[src/rtl/icmp_pkg.sv]
`timescale 1ns / 1ps

package icmp_pkg;

	// frame size limits on the receive side
	localparam int unsigned MIN_FRAME_BYTES_DEF = 45;
	localparam int unsigned MAX_FRAME_BYTES_DEF = 1514;

	// generated frame
	localparam int unsigned TX_BYTES = 45;
	localparam int unsigned TX_IDX_W = $clog2(TX_BYTES);

	// configuration port
	localparam int unsigned CFG_INDEX_W = 4;
	localparam int unsigned CFG_DATA_W  = 48;

	typedef enum logic [CFG_INDEX_W-1:0] {
		CFG_LOCAL_IP    = 4'd0,
		CFG_LOCAL_MAC   = 4'd1,
		CFG_PEER_MAC    = 4'd2,
		CFG_REPLY_LIMIT = 4'd3
	} cfg_reg_t;

	localparam logic [31:0] RST_LOCAL_IP    = 32'hC0A8_010A;
	localparam logic [47:0] RST_LOCAL_MAC   = 48'h0;
	localparam logic [47:0] RST_PEER_MAC    = 48'h001C_10F5_0CAC;
	localparam logic [7:0]  RST_REPLY_LIMIT = 8'd5;

	// protocol codes
	localparam logic [15:0] ETHERTYPE_IPV4    = 16'h0800;
	localparam logic [7:0]  IP_PROTO_ICMP     = 8'h01;
	localparam logic [7:0]  ICMP_ECHO_REQUEST = 8'h08;
	localparam logic [7:0]  ICMP_ECHO_REPLY   = 8'h00;
	localparam logic [7:0]  ICMP_CODE         = 8'h00;

	// fixed ipv4 header fields of the generated frame
	localparam logic [7:0]  IP_VER_IHL    = 8'h45;
	localparam logic [7:0]  IP_TOS        = 8'h00;
	localparam logic [15:0] IP_TOTAL_LEN  = 16'd31;
	localparam logic [15:0] IP_IDENT      = 16'hFACE;
	localparam logic [15:0] IP_FLAGS_FRAG = 16'h0000;
	localparam logic [7:0]  IP_TTL        = 8'hFF;

	localparam int unsigned CSUM_ACC_W = 20;

	// sum of the constant header words, addresses are added per frame
	localparam logic [CSUM_ACC_W-1:0] IP_CSUM_BASE =
		CSUM_ACC_W'({IP_VER_IHL, IP_TOS}) + CSUM_ACC_W'(IP_TOTAL_LEN) +
		CSUM_ACC_W'(IP_IDENT) + CSUM_ACC_W'(IP_FLAGS_FRAG) +
		CSUM_ACC_W'({IP_TTL, IP_PROTO_ICMP});

	localparam logic [23:0] REPLY_PAYLOAD   = 24'hFEDCBA;
	localparam logic [23:0] REQUEST_PAYLOAD = 24'hABCDEF;

	// one pending frame to send
	typedef struct packed {
		logic        is_reply;
		logic [15:0] ident;
		logic [15:0] seq;
		logic [31:0] peer_ip;
		logic [15:0] ip_csum;
		logic [15:0] icmp_csum;
	} desc_t;

	// end-around carry fold and complement
	function automatic logic [15:0] ones_fold(input logic [CSUM_ACC_W-1:0] s);
		logic [16:0] f1;
		logic [15:0] f2;
		f1 = 17'(s[15:0]) + 17'(s[CSUM_ACC_W-1:16]);
		f2 = f1[15:0] + 16'(f1[16]);
		return ~f2;
	endfunction

endpackage

[src/rtl/icmp_rx_if.sv]
`timescale 1ns / 1ps

interface icmp_rx_if;
	logic       valid;
	logic       ready;
	logic [7:0] rx_byte;
	logic       rx_last;

	modport source (output valid, output rx_byte, output rx_last, input ready);
	modport sink   (input valid, input rx_byte, input rx_last, output ready);
endinterface

[src/rtl/icmp_tx_if.sv]
`timescale 1ns / 1ps

interface icmp_tx_if;
	logic       valid;
	logic       ready;
	logic [7:0] tx_byte;
	logic       tx_last;

	modport source (output valid, output tx_byte, output tx_last, input ready);
	modport sink   (input valid, input tx_byte, input tx_last, output ready);
endinterface

[src/rtl/icmp_cfg_if.sv]
`timescale 1ns / 1ps

interface icmp_cfg_if;
	logic        valid;
	logic        ready;
	logic [3:0]  index;
	logic [47:0] data;

	modport source (output valid, output index, output data, input ready);
	modport sink   (input valid, input index, input data, output ready);
endinterface

[src/rtl/icmp_echo_responder.sv]
`timescale 1ns / 1ps

// icmp echo responder
// rx  : received ethernet frame, one byte per word, rx_last on the final byte
// tx  : generated 45-byte answer frame, one byte per word, tx_last on byte 44
// cfg : register writes (0 local_ip, 1 local_mac, 2 peer_mac, 3 reply_limit),
//       always ready, unknown indexes are dropped; write only while idle
// an ipv4 icmp echo request to local_ip gets an echo reply, an echo reply gets
// a new request with the low sequence byte bumped; frames that are short,
// not ipv4/icmp, for another address or of another icmp type get nothing
// throughput: one rx word per cycle unless rx stalls; a tx frame is 45 words
// at one per cycle while tx is ready; an answer built from the last rx word in
// the input register passes the pending slot, sending slot and output register
// answers queue in two descriptor slots (sending and pending); rx only stalls
// when a third answer is ready while both slots are full, so a tx stall that
// lasts long enough backs up into rx, never drops a frame
// after reply_limit sent frames the block stays silent until reset
// reset clears the capture state, the send counter and both descriptor slots,
// and loads the register reset values

module icmp_echo_responder #(
	parameter int unsigned MIN_FRAME_BYTES = icmp_pkg::MIN_FRAME_BYTES_DEF,
	parameter int unsigned MAX_FRAME_BYTES = icmp_pkg::MAX_FRAME_BYTES_DEF
) (
	input  logic            clk,
	input  logic            arst_n,
	icmp_rx_if.sink         rx,
	icmp_tx_if.source       tx,
	icmp_cfg_if.sink        cfg
);
	import icmp_pkg::*;

	localparam int unsigned CNT_W = $clog2(MAX_FRAME_BYTES + 1);
	localparam logic [TX_IDX_W-1:0] TX_IDX_LAST = TX_IDX_W'(TX_BYTES - 1);

	// configuration registers
	logic [31:0] local_ip_q;
	logic [47:0] local_mac_q;
	logic [47:0] peer_mac_q;
	logic [7:0]  reply_limit_q;

	// input register
	logic       valid_s1;
	logic [7:0] byte_s1;
	logic       last_s1;

	// capture state
	logic [CNT_W-1:0] count_q;
	logic [15:0]      ether_type_q;
	logic [7:0]       ip_proto_q;
	logic [31:0]      peer_ip_q;
	logic [31:0]      target_ip_q;
	logic [7:0]       echo_type_q;
	logic [15:0]      echo_ident_q;
	logic [15:0]      echo_seq_q;
	logic [7:0]       sent_q;
	logic             stopped_q;

	// descriptor slots
	desc_t               act_q;
	logic                act_valid_q;
	logic [TX_IDX_W-1:0] idx_q;
	desc_t               pend_q;
	logic                pend_valid_q;

	// output register
	logic       out_valid_q;
	logic [7:0] tx_byte_q;
	logic       tx_last_q;

	// decision and descriptor for the word in the input register
	logic                  cnt_sat;
	logic [CNT_W-1:0]      count_next;
	logic                  qualifies;
	logic                  is_request;
	logic                  is_reply_in;
	logic                  send_s1;
	logic                  blocked;
	logic                  go_s1;
	logic [7:0]            sent_next;
	desc_t                 new_desc;
	logic [15:0]           seq_out;
	logic [23:0]           payload_new;
	logic [CSUM_ACC_W-1:0] ip_sum;
	logic [CSUM_ACC_W-1:0] icmp_sum;

	// transmit side
	logic   tx_adv;
	logic   act_done;
	logic   act_free;
	logic   pend_take;
	logic   push;
	logic [TX_BYTES*8-1:0] frame_w;
	logic [7:0]  type_out;
	logic [23:0] payload_out;

	assign cfg.ready = 1'b1;

	always_ff @(posedge clk or negedge arst_n) begin
		if (!arst_n) begin
			local_ip_q    <= RST_LOCAL_IP;
			local_mac_q   <= RST_LOCAL_MAC;
			peer_mac_q    <= RST_PEER_MAC;
			reply_limit_q <= RST_REPLY_LIMIT;
		end else if (cfg.valid) begin
			case (cfg.index)
				CFG_LOCAL_IP:    local_ip_q    <= cfg.data[31:0];
				CFG_LOCAL_MAC:   local_mac_q   <= cfg.data;
				CFG_PEER_MAC:    peer_mac_q    <= cfg.data;
				CFG_REPLY_LIMIT: reply_limit_q <= cfg.data[7:0];
				default: ;
			endcase
		end
	end

	// count saturates, bytes past the limit are not captured
	assign cnt_sat    = (count_q >= CNT_W'(MAX_FRAME_BYTES));
	assign count_next = cnt_sat ? count_q : count_q + CNT_W'(1);

	// captured fields all lie before the minimum length, so the final byte
	// never needs to be looked at here
	assign is_request  = (echo_type_q == ICMP_ECHO_REQUEST);
	assign is_reply_in = (echo_type_q == ICMP_ECHO_REPLY);
	assign qualifies   = !stopped_q && (count_next >= CNT_W'(MIN_FRAME_BYTES)) &&
		(ether_type_q == ETHERTYPE_IPV4) && (ip_proto_q == IP_PROTO_ICMP) &&
		(target_ip_q == local_ip_q) && (is_request || is_reply_in);
	assign send_s1 = valid_s1 && last_s1 && qualifies;

	// descriptor build: an echo request gets a reply and vice versa
	assign seq_out = is_request ? echo_seq_q :
		{echo_seq_q[15:8], echo_seq_q[7:0] + 8'd1};
	assign payload_new = is_request ? REPLY_PAYLOAD : REQUEST_PAYLOAD;

	assign ip_sum = IP_CSUM_BASE +
		CSUM_ACC_W'(local_ip_q[31:16]) + CSUM_ACC_W'(local_ip_q[15:0]) +
		CSUM_ACC_W'(peer_ip_q[31:16]) + CSUM_ACC_W'(peer_ip_q[15:0]);

	assign icmp_sum =
		CSUM_ACC_W'({(is_request ? ICMP_ECHO_REPLY : ICMP_ECHO_REQUEST), ICMP_CODE}) +
		CSUM_ACC_W'(echo_ident_q) + CSUM_ACC_W'(seq_out) +
		CSUM_ACC_W'(payload_new[23:8]) + CSUM_ACC_W'({payload_new[7:0], 8'h00});

	always_comb begin
		new_desc.is_reply  = is_request;
		new_desc.ident     = echo_ident_q;
		new_desc.seq       = seq_out;
		new_desc.peer_ip   = peer_ip_q;
		new_desc.ip_csum   = ones_fold(ip_sum);
		new_desc.icmp_csum = ones_fold(icmp_sum);
	end

	assign sent_next = (sent_q == 8'hFF) ? sent_q : sent_q + 8'd1;

	// slot handshakes
	assign tx_adv    = act_valid_q && (!out_valid_q || tx.ready);
	assign act_done  = tx_adv && (idx_q == TX_IDX_LAST);
	assign act_free  = !act_valid_q || act_done;
	assign pend_take = pend_valid_q && act_free;

	// a new answer waits only if the pending slot stays full this cycle
	assign blocked  = send_s1 && pend_valid_q && !act_free;
	assign go_s1    = valid_s1 && !blocked;
	assign push     = go_s1 && send_s1;
	assign rx.ready = !valid_s1 || !blocked;

	// input register
	always_ff @(posedge clk or negedge arst_n) begin
		if (!arst_n) begin
			valid_s1 <= 1'b0;
		end else if (rx.ready) begin
			valid_s1 <= rx.valid;
		end
	end

	always_ff @(posedge clk) begin
		if (rx.ready && rx.valid) begin
			byte_s1 <= rx.rx_byte;
			last_s1 <= rx.rx_last;
		end
	end

	// capture and frame end
	always_ff @(posedge clk or negedge arst_n) begin
		if (!arst_n) begin
			count_q      <= '0;
			ether_type_q <= '0;
			ip_proto_q   <= '0;
			peer_ip_q    <= '0;
			target_ip_q  <= '0;
			echo_type_q  <= '0;
			echo_ident_q <= '0;
			echo_seq_q   <= '0;
			sent_q       <= '0;
			stopped_q    <= 1'b0;
		end else if (go_s1) begin
			if (last_s1) begin
				count_q      <= '0;
				ether_type_q <= '0;
				ip_proto_q   <= '0;
				peer_ip_q    <= '0;
				target_ip_q  <= '0;
				echo_type_q  <= '0;
				echo_ident_q <= '0;
				echo_seq_q   <= '0;
				if (send_s1) begin
					sent_q <= sent_next;
					if (sent_next >= reply_limit_q) begin
						stopped_q <= 1'b1;
					end
				end
			end else begin
				count_q <= count_next;
				if (!cnt_sat) begin
					if (count_q == CNT_W'(12) || count_q == CNT_W'(13)) begin
						ether_type_q <= {ether_type_q[7:0], byte_s1};
					end else if (count_q == CNT_W'(23)) begin
						ip_proto_q <= byte_s1;
					end else if (count_q >= CNT_W'(26) && count_q <= CNT_W'(29)) begin
						peer_ip_q <= {peer_ip_q[23:0], byte_s1};
					end else if (count_q >= CNT_W'(30) && count_q <= CNT_W'(33)) begin
						target_ip_q <= {target_ip_q[23:0], byte_s1};
					end else if (count_q == CNT_W'(34)) begin
						echo_type_q <= byte_s1;
					end else if (count_q == CNT_W'(38) || count_q == CNT_W'(39)) begin
						echo_ident_q <= {echo_ident_q[7:0], byte_s1};
					end else if (count_q == CNT_W'(40) || count_q == CNT_W'(41)) begin
						echo_seq_q <= {echo_seq_q[7:0], byte_s1};
					end
				end
			end
		end
	end

	// pending slot
	always_ff @(posedge clk or negedge arst_n) begin
		if (!arst_n) begin
			pend_valid_q <= 1'b0;
		end else if (pend_take) begin
			pend_valid_q <= push;
		end else if (push) begin
			pend_valid_q <= 1'b1;
		end
	end

	always_ff @(posedge clk) begin
		if (push) begin
			pend_q <= new_desc;
		end
	end

	// sending slot and byte index
	always_ff @(posedge clk or negedge arst_n) begin
		if (!arst_n) begin
			act_valid_q <= 1'b0;
			idx_q       <= '0;
		end else if (pend_take) begin
			act_valid_q <= 1'b1;
			idx_q       <= '0;
		end else if (act_done) begin
			act_valid_q <= 1'b0;
			idx_q       <= '0;
		end else if (tx_adv) begin
			idx_q <= idx_q + TX_IDX_W'(1);
		end
	end

	always_ff @(posedge clk) begin
		if (pend_take) begin
			act_q <= pend_q;
		end
	end

	// whole answer frame laid out first byte most significant
	assign type_out    = act_q.is_reply ? ICMP_ECHO_REPLY : ICMP_ECHO_REQUEST;
	assign payload_out = act_q.is_reply ? REPLY_PAYLOAD : REQUEST_PAYLOAD;
	assign frame_w = {
		peer_mac_q, local_mac_q, ETHERTYPE_IPV4,
		IP_VER_IHL, IP_TOS, IP_TOTAL_LEN, IP_IDENT, IP_FLAGS_FRAG,
		IP_TTL, IP_PROTO_ICMP, act_q.ip_csum, local_ip_q, act_q.peer_ip,
		type_out, ICMP_CODE, act_q.icmp_csum, act_q.ident, act_q.seq,
		payload_out
	};

	// output register
	always_ff @(posedge clk or negedge arst_n) begin
		if (!arst_n) begin
			out_valid_q <= 1'b0;
		end else if (tx_adv) begin
			out_valid_q <= 1'b1;
		end else if (tx.ready) begin
			out_valid_q <= 1'b0;
		end
	end

	always_ff @(posedge clk) begin
		if (tx_adv) begin
			tx_byte_q <= frame_w[8*(TX_BYTES-1-int'(idx_q)) +: 8];
			tx_last_q <= (idx_q == TX_IDX_LAST);
		end
	end

	assign tx.valid   = out_valid_q;
	assign tx.tx_byte = tx_byte_q;
	assign tx.tx_last = tx_last_q;

endmodule

[src/flat_wrapper.sv]
// flat-port wrapper written by rule: the top's interface ports become plain ports
module icmp_echo_responder_flat import icmp_pkg::*;
#(
	parameter int unsigned MIN_FRAME_BYTES = icmp_pkg::MIN_FRAME_BYTES_DEF,
	parameter int unsigned MAX_FRAME_BYTES = icmp_pkg::MAX_FRAME_BYTES_DEF
)
  (clk, arst_n, rx_valid, rx_rx_byte, rx_rx_last, rx_ready, tx_valid, tx_tx_byte, tx_tx_last, tx_ready, cfg_valid, cfg_index, cfg_data, cfg_ready);
  icmp_rx_if rx_i ();
  icmp_tx_if tx_i ();
  icmp_cfg_if cfg_i ();
  input  logic clk;
  input  logic arst_n;
  input wire logic [$bits(rx_i.valid)-1:0] rx_valid;
  input wire logic [$bits(rx_i.rx_byte)-1:0] rx_rx_byte;
  input wire logic [$bits(rx_i.rx_last)-1:0] rx_rx_last;
  output wire logic [$bits(rx_i.ready)-1:0] rx_ready;
  output wire logic [$bits(tx_i.valid)-1:0] tx_valid;
  output wire logic [$bits(tx_i.tx_byte)-1:0] tx_tx_byte;
  output wire logic [$bits(tx_i.tx_last)-1:0] tx_tx_last;
  input wire logic [$bits(tx_i.ready)-1:0] tx_ready;
  input wire logic [$bits(cfg_i.valid)-1:0] cfg_valid;
  input wire logic [$bits(cfg_i.index)-1:0] cfg_index;
  input wire logic [$bits(cfg_i.data)-1:0] cfg_data;
  output wire logic [$bits(cfg_i.ready)-1:0] cfg_ready;
  assign rx_i.valid = rx_valid;
  assign rx_i.rx_byte = rx_rx_byte;
  assign rx_i.rx_last = rx_rx_last;
  assign rx_ready = rx_i.ready;
  assign tx_valid = tx_i.valid;
  assign tx_tx_byte = tx_i.tx_byte;
  assign tx_tx_last = tx_i.tx_last;
  assign tx_i.ready = tx_ready;
  assign cfg_i.valid = cfg_valid;
  assign cfg_i.index = cfg_index;
  assign cfg_i.data = cfg_data;
  assign cfg_ready = cfg_i.ready;
  icmp_echo_responder #(.MIN_FRAME_BYTES(MIN_FRAME_BYTES), .MAX_FRAME_BYTES(MAX_FRAME_BYTES)) u_core (.clk(clk), .arst_n(arst_n), .rx(rx_i), .tx(tx_i), .cfg(cfg_i));
endmodule
[config.mk]
export PLATFORM = sky130hd
export DESIGN_NAME = icmp_echo_responder_flat
export DESIGN_NICKNAME = d
export VERILOG_FILES = /design/src/rtl/icmp_pkg.sv /design/src/rtl/icmp_rx_if.sv /design/src/rtl/icmp_tx_if.sv /design/src/rtl/icmp_cfg_if.sv /design/src/rtl/icmp_echo_responder.sv /design/src/flat_wrapper.sv
export SDC_FILE = /design/constraint.sdc
export NUM_CORES = 1
export LEC_CHECK = 0
export ABC_AREA = 1
export BUFFER_PORTS_ARGS = -buffer_cell sky130_fd_sc_hd__buf_2
export CAP_MARGIN = 20
export CORE_ASPECT_RATIO = 0.5
export CORE_UTILIZATION = 50
export CTS_CLUSTER_SIZE = 28
export DETAILED_ROUTE_END_ITERATION = 6
export PLACE_DENSITY = 0.78
export SETUP_SLACK_MARGIN = 0.2
export SYNTH_ARGS = -nofsm -noshare
export SYNTH_HDL_FRONTEND = slang
export SYNTH_SLANG_ARGS = --single-unit
export TNS_END_PERCENT = 1
[constraint.sdc]
create_clock -name clk -period 7.77 [get_ports clk]
set_clock_uncertainty 0.1 [all_clocks]
set_input_delay 1.1655 -clock clk [delete_from_list [all_inputs] [get_ports clk]]
set_output_delay 1.1655 -clock clk [all_outputs]
set_load 0.005 [all_outputs]
## Word level (Yosys, flattened, before mapping)

Cells that the tools add are included.

- Multiplexer cells: 59
- $add $sub $neg: 17
- Order comparisons: 7
- Reduce and logical (&&, ||, !) cells: 56
- $mul: 0
- Eq/ne operators: 24
- Divide/modulo/power cells: 0
- Shifts and indexed selects: 1
- Bitwise gates (word level): 2

Operator list:

| kind | count |
|---|---|
| $shiftx A360 B33 Y8 | 1 |
| $mux W32 | 11 |
| $mux W16 | 20 |
| $mux W8 | 13 |
| $add A20 B16 Y20 | 5 |
| $eq A11 B6 Y1 const B | 5 |
| $mux W23 | 2 |
| $add A16 B4 Y17 | 2 |
| $add A16 B1 Y16 | 2 |
| $eq A32 B32 Y1 | 1 |
| $not A16 Y16 | 2 |
| $eq A11 B4 Y1 const B | 2 |
| $ge A11 B5 Y1 const B | 2 |
| $mux W11 | 2 |
| $reduce_bool A2 Y1 | 10 |
| $add A18 B16 Y19 const A | 1 |
| $add A17 B16 Y18 | 1 |
| $mux W6 | 3 |
| $add A16 B16 Y17 | 1 |
| $logic_and A1 B1 Y1 | 17 |
| $add A8 B1 Y8 const B | 2 |
| $eq A16 B12 Y1 const B | 1 |
| $ne A2 B1 Y1 const B | 7 |
| $add A11 B1 Y11 const B | 1 |
| 29 further kinds | 52 |

- Memories: 0
- Latch bits: 0
- Output and inout port bits: 12
- Logic and storage cells: 201
- Memory bits (read-only): 0
- Register bits after elaboration: 506
- Bits in writable memories: 0

## Depth between registers and ports, before layout

- Depth in word-level cells: 16
- Gate-level depth with buffers: 62

## Least setup slack after synthesis

Ideal clock, no wire load.

- Path type: flip-flop to flip-flop
- Start: register u_core.echo_type_q[0]
- End: register u_core.pend_q[13] (netlist name), data pin
- Slack: -0.819 ns
- Stages on the path, launching flop included: 57
- Setup time: 0.260 ns
- Clock period less this slack: 8.589 ns
- Arrival time: 8.229 ns
- Required time: 7.410 ns
- Cell sequence: dfrtp_1 inv_1 nand2_1 nor2_1 nand2_1 clkbuf_1 inv_1 nor4_1 and3_1 xor2_1 ha_1 ha_1 inv_1 nor3_1 a21oi_1 o21ai_0 a21boi_0 o21ai_0 (+21 left out) nor2_1 nand3_1 nor2_1 nand2_1 nor3_1 nand3_1 nor3_1 ha_1 nand2_1 nor2_1 nand3_1 nor2_1 nand3_1 nor2_1 nand3_1 nor3_1 nand3_1 xor2_1

RTL lines:

| element | line | text |
|---|---|---|
| start, declared | icmp_echo_responder.sv:53 | `logic [7:0] echo_type_q;` |
| start signal, assigned | icmp_echo_responder.sv:223 | `echo_type_q <= byte_s1;` |
| end signal, assigned | icmp_echo_responder.sv:247 | `pend_q <= new_desc;` |
| end, declared | icmp_echo_responder.sv:63 | `desc_t pend_q;` |

==> results.cfg <==
[power]
p_seq_frac = 0.280
p_int_w = 0.00687
total_power_w = 0.0124
switchingPower_w = 0.00550
power_frac_clock = 0.199
p_leak_nw = 15.6
p_sw_frac = 0.445
p_comb_frac = 0.521
peakVddDrop_uv = 230
powerDensity_nw_per_um2 = 377

[finish]
n_antenna_cell = 0
layout.area.seq_sq_um = 13800
multi_input_area_sq_um = 12900
final_util = 0.590
fin_nets = 3791
syn_to_final_growth_pct = 16.3
n_fill_cell = 4568
drive_gt1_frac = 0.150

[logic_synthesis]
ys_async_sr_fraction = 0.581
seq_area_frac_synth = 0.488
synth.most_common_cell = nand2_1
netlist_instances = 3381
synth-main-ff-cell = dfrtp_1
synth_warnings = 0
ys_ff_latch = 506
synth_common_cells = nand2_1, inv_1, o21ai_0
postSynthAreaPerCell_sq_um = 8.35
syn_area_sq_um = 28200
synth_top_area_share = 0.238
yosys.area.top_type = dfrtp_1
synth_cell_types = 62
synth_area_leaders = dfrtp_1, edfxtp_1, nand2_1, inv_1, o21ai_0
synth_edf_count = 212
syn_nets = 3587

[critical_path]
path_max_fanout = 6
crit_path_top_delay_cell = dfrtp_1
cp_common_cell = buf_4
end_kind = flip-flop
cp.required_ns = 7.98
path_class = reg -> reg
worstPathArrival_ns = 8.43
max_stage_delay_ns = 0.36
startpoint_type = flip-flop

[floorplanning]
start_util = 0.507
die_w_microns = 338
ios = 78
die_h_microns = 170
die_area_sq_um = 57400
rows = 61
coreArea_sq_um = 55600

[sta]
setup_slack_ns = -0.448
slew_headroom = 0.299
hold_viol_final = 0
tightest_slew_ns = 1.05
finalCriticalPeriod_ns = 8.22
fin_crit_sh = 1.06
fmax_ghz = 0.122
maxSlewViolCount = 0
setup_viol = 9
rsz0062_at_grt = true

[drt]
wl_per_cell_microns = 19.4
num_vias = 24726
finalWirelength_microns = 85000
drtIter0Drc = 3078
antenna_left = 0
vias_per_cell = 5.65
drc = 0
first_pass_iters = 6

[clock_network]
clk_latency_ns = 0.59
cts.sinks = 506
numCtsBuffers = 46
hold_buffers = 0
cts_tree = done
path_clk_slew_ns = 0.07
root_buffer = clkbuf_16
cts_buffer_depth = 3
h-tree-depth = 2

[global_routing]
grt_usage = 0.293
grt_max_degree = 122
grt_pass1_vias = 23796
grt_pass1_wl_microns = 130000
grt_overflow_total = 0
antenna_found_initial = 0

[placement]
place.gp.congestion = 1.05
io_buffer_count = 76
place_ws_ns = -0.499
post-dp-hpwl_microns = 58700

[job]
max-cap-violations = 0

[run_status]
status = finished, violations left
violations = setup timing

[min_path]
hold_class = reg -> reg
[layout by cell type, fill, tap and decap left out, types with 12 or more instances in the layout]
cell	count
xnor2_1	18
a21oi_1	68
dfstp_2	26
ha_4	15
o21ai_0	269
nand2_2	28
nand4_1	54
nand3b_1	15
nand2_1	947
fa_1	34
nor2_2	14
inv_1	409
xor2_1	62
nand3_1	259
dfrtp_1	267
nor3_1	18
inv_2	18
edfxtp_1	212
buf_2	75
buf_4	190
nor2_1	245
nor4_1	12
nand3_2	20
clkbuf_16	47
ha_1	81
o211ai_1	23
[path summary, 6_finish.rpt]
check                           cells past startpoint                   from               endpoint  slack, ns
worst max-delay path                               56  u_core.echo_type_q[5]      u_core.pend_q[14]      -0.45
worst min-delay path                                0      u_core.pend_q[80]       u_core.act_q[80]       0.31
worst max register to register                     56  u_core.echo_type_q[5]      u_core.pend_q[14]      -0.45
worst min register to register                      0      u_core.pend_q[80]       u_core.act_q[80]       0.31
max in group asynchronous                           2                 arst_n  u_core.local_ip_q[24]       5.37
min in group asynchronous                           1                 arst_n  u_core.echo_type_q[5]       0.56
[power groups by stage]
stage	clock (W)	sequential, W	combinational [W]
5_1_grt	0.00258	0.00349	0.00703
3_5_place_dp	0	0.00349	0.00569
3_3_place_gp	0	0.00348	0.00553
6_report	0.00246	0.00347	0.00644
2_1_floorplan	0	0.00340	0.00385
4_1_cts	0.00247	0.00345	0.00604
[cell type report]
| cell class | instances | area share |
|---|---|---|
| clock buffer | 64 | 0.0397 |
| multi-input combinational | 2323 | 0.393 |
| timing repair buffer | 276 | 0.0598 |
| sequential | 506 | 0.419 |
| tap | 756 | 0.0288 |
| inverter | 432 | 0.0498 |
| clock inverter | 22 | 0.00934 |
[timing repair]
item / CTS / global route
setup endpoints to repair: 15 / 24
resized for setup: 57 / 60
buffers inserted: 61 / 8
pin swaps: 52 / 34
[through the flow]
| step | TNS, ns | area, sq um | instances | hold WS, ns |
|---|---|---|---|---|
| global placement | -0.612 | 30100 | 4220 | 0.300 |
| global route | -7.72 | 32800 | 4379 | 0.319 |
| CTS | -0.0504 | 32400 | 4368 | 0.312 |
| finish | -2.85 | 32800 | 4379 | 0.313 |
| floorplan | 0 | 28300 | 3381 | 0.300 |
| detailed placement | -2.53 | 30100 | 4221 | 0.305 |
[per-layer routing]
layer	global-route usage	vias to the layer above	part of all wire
met5	0	-	0
met4	0.119	0	0.044
met3	0.0529	238	0.097
met2	0.470	1253	0.45
met1	0.394	11787	0.41
li1	-	11448	-
[registers in the layout, summed over array words and instances (netlist names), 8 cells and up]
register,flops
u_core.sent_q,8
u_core.reply_limit_q,8
u_core.echo_ident_q,16
u_core.peer_mac_q,48
u_core.pend_q,97
u_core.ip_proto_q,8
u_core.count_q,11
u_core.byte_s1,8
u_core.target_ip_q,32
u_core.echo_type_q,8
u_core.tx.tx_byte,8
u_core.echo_seq_q,16
u_core.local_ip_q,32
u_core.ether_type_q,16
u_core.peer_ip_q,32
u_core.act_q,97
u_core.local_mac_q,48
[kinds of logic (layout without fill, tap and decap cells)]
family / count (synthesis) / after routing / share of synthesized area
and+or+nand+nor: 1645 / 1645 / 0.247
buffers and inverters: 552 / 794 / 0.0778
DFF: 506 / 506 / 0.488
AOI/OAI and AO/OA: 449 / 449 / 0.0888
adders and majority gates: 140 / 140 / 0.0719
xor gates and xnor gates: 88 / 88 / 0.0273
other: 1 / 1 / 0.000133
[worst max-delay path: cells and delay by family, from the launching register on]
family	cells	cell delay [ns]
AOI/OAI and AO/OA	6	0.90
buffers and inverters	13	1.44
adders and majority gates	5	1.45
xor gates and xnor gates	5	0.84
and+or+nand+nor	27	2.80
DFF	1	0.36
No activity file was read; power rests on OpenSTA's default activity.
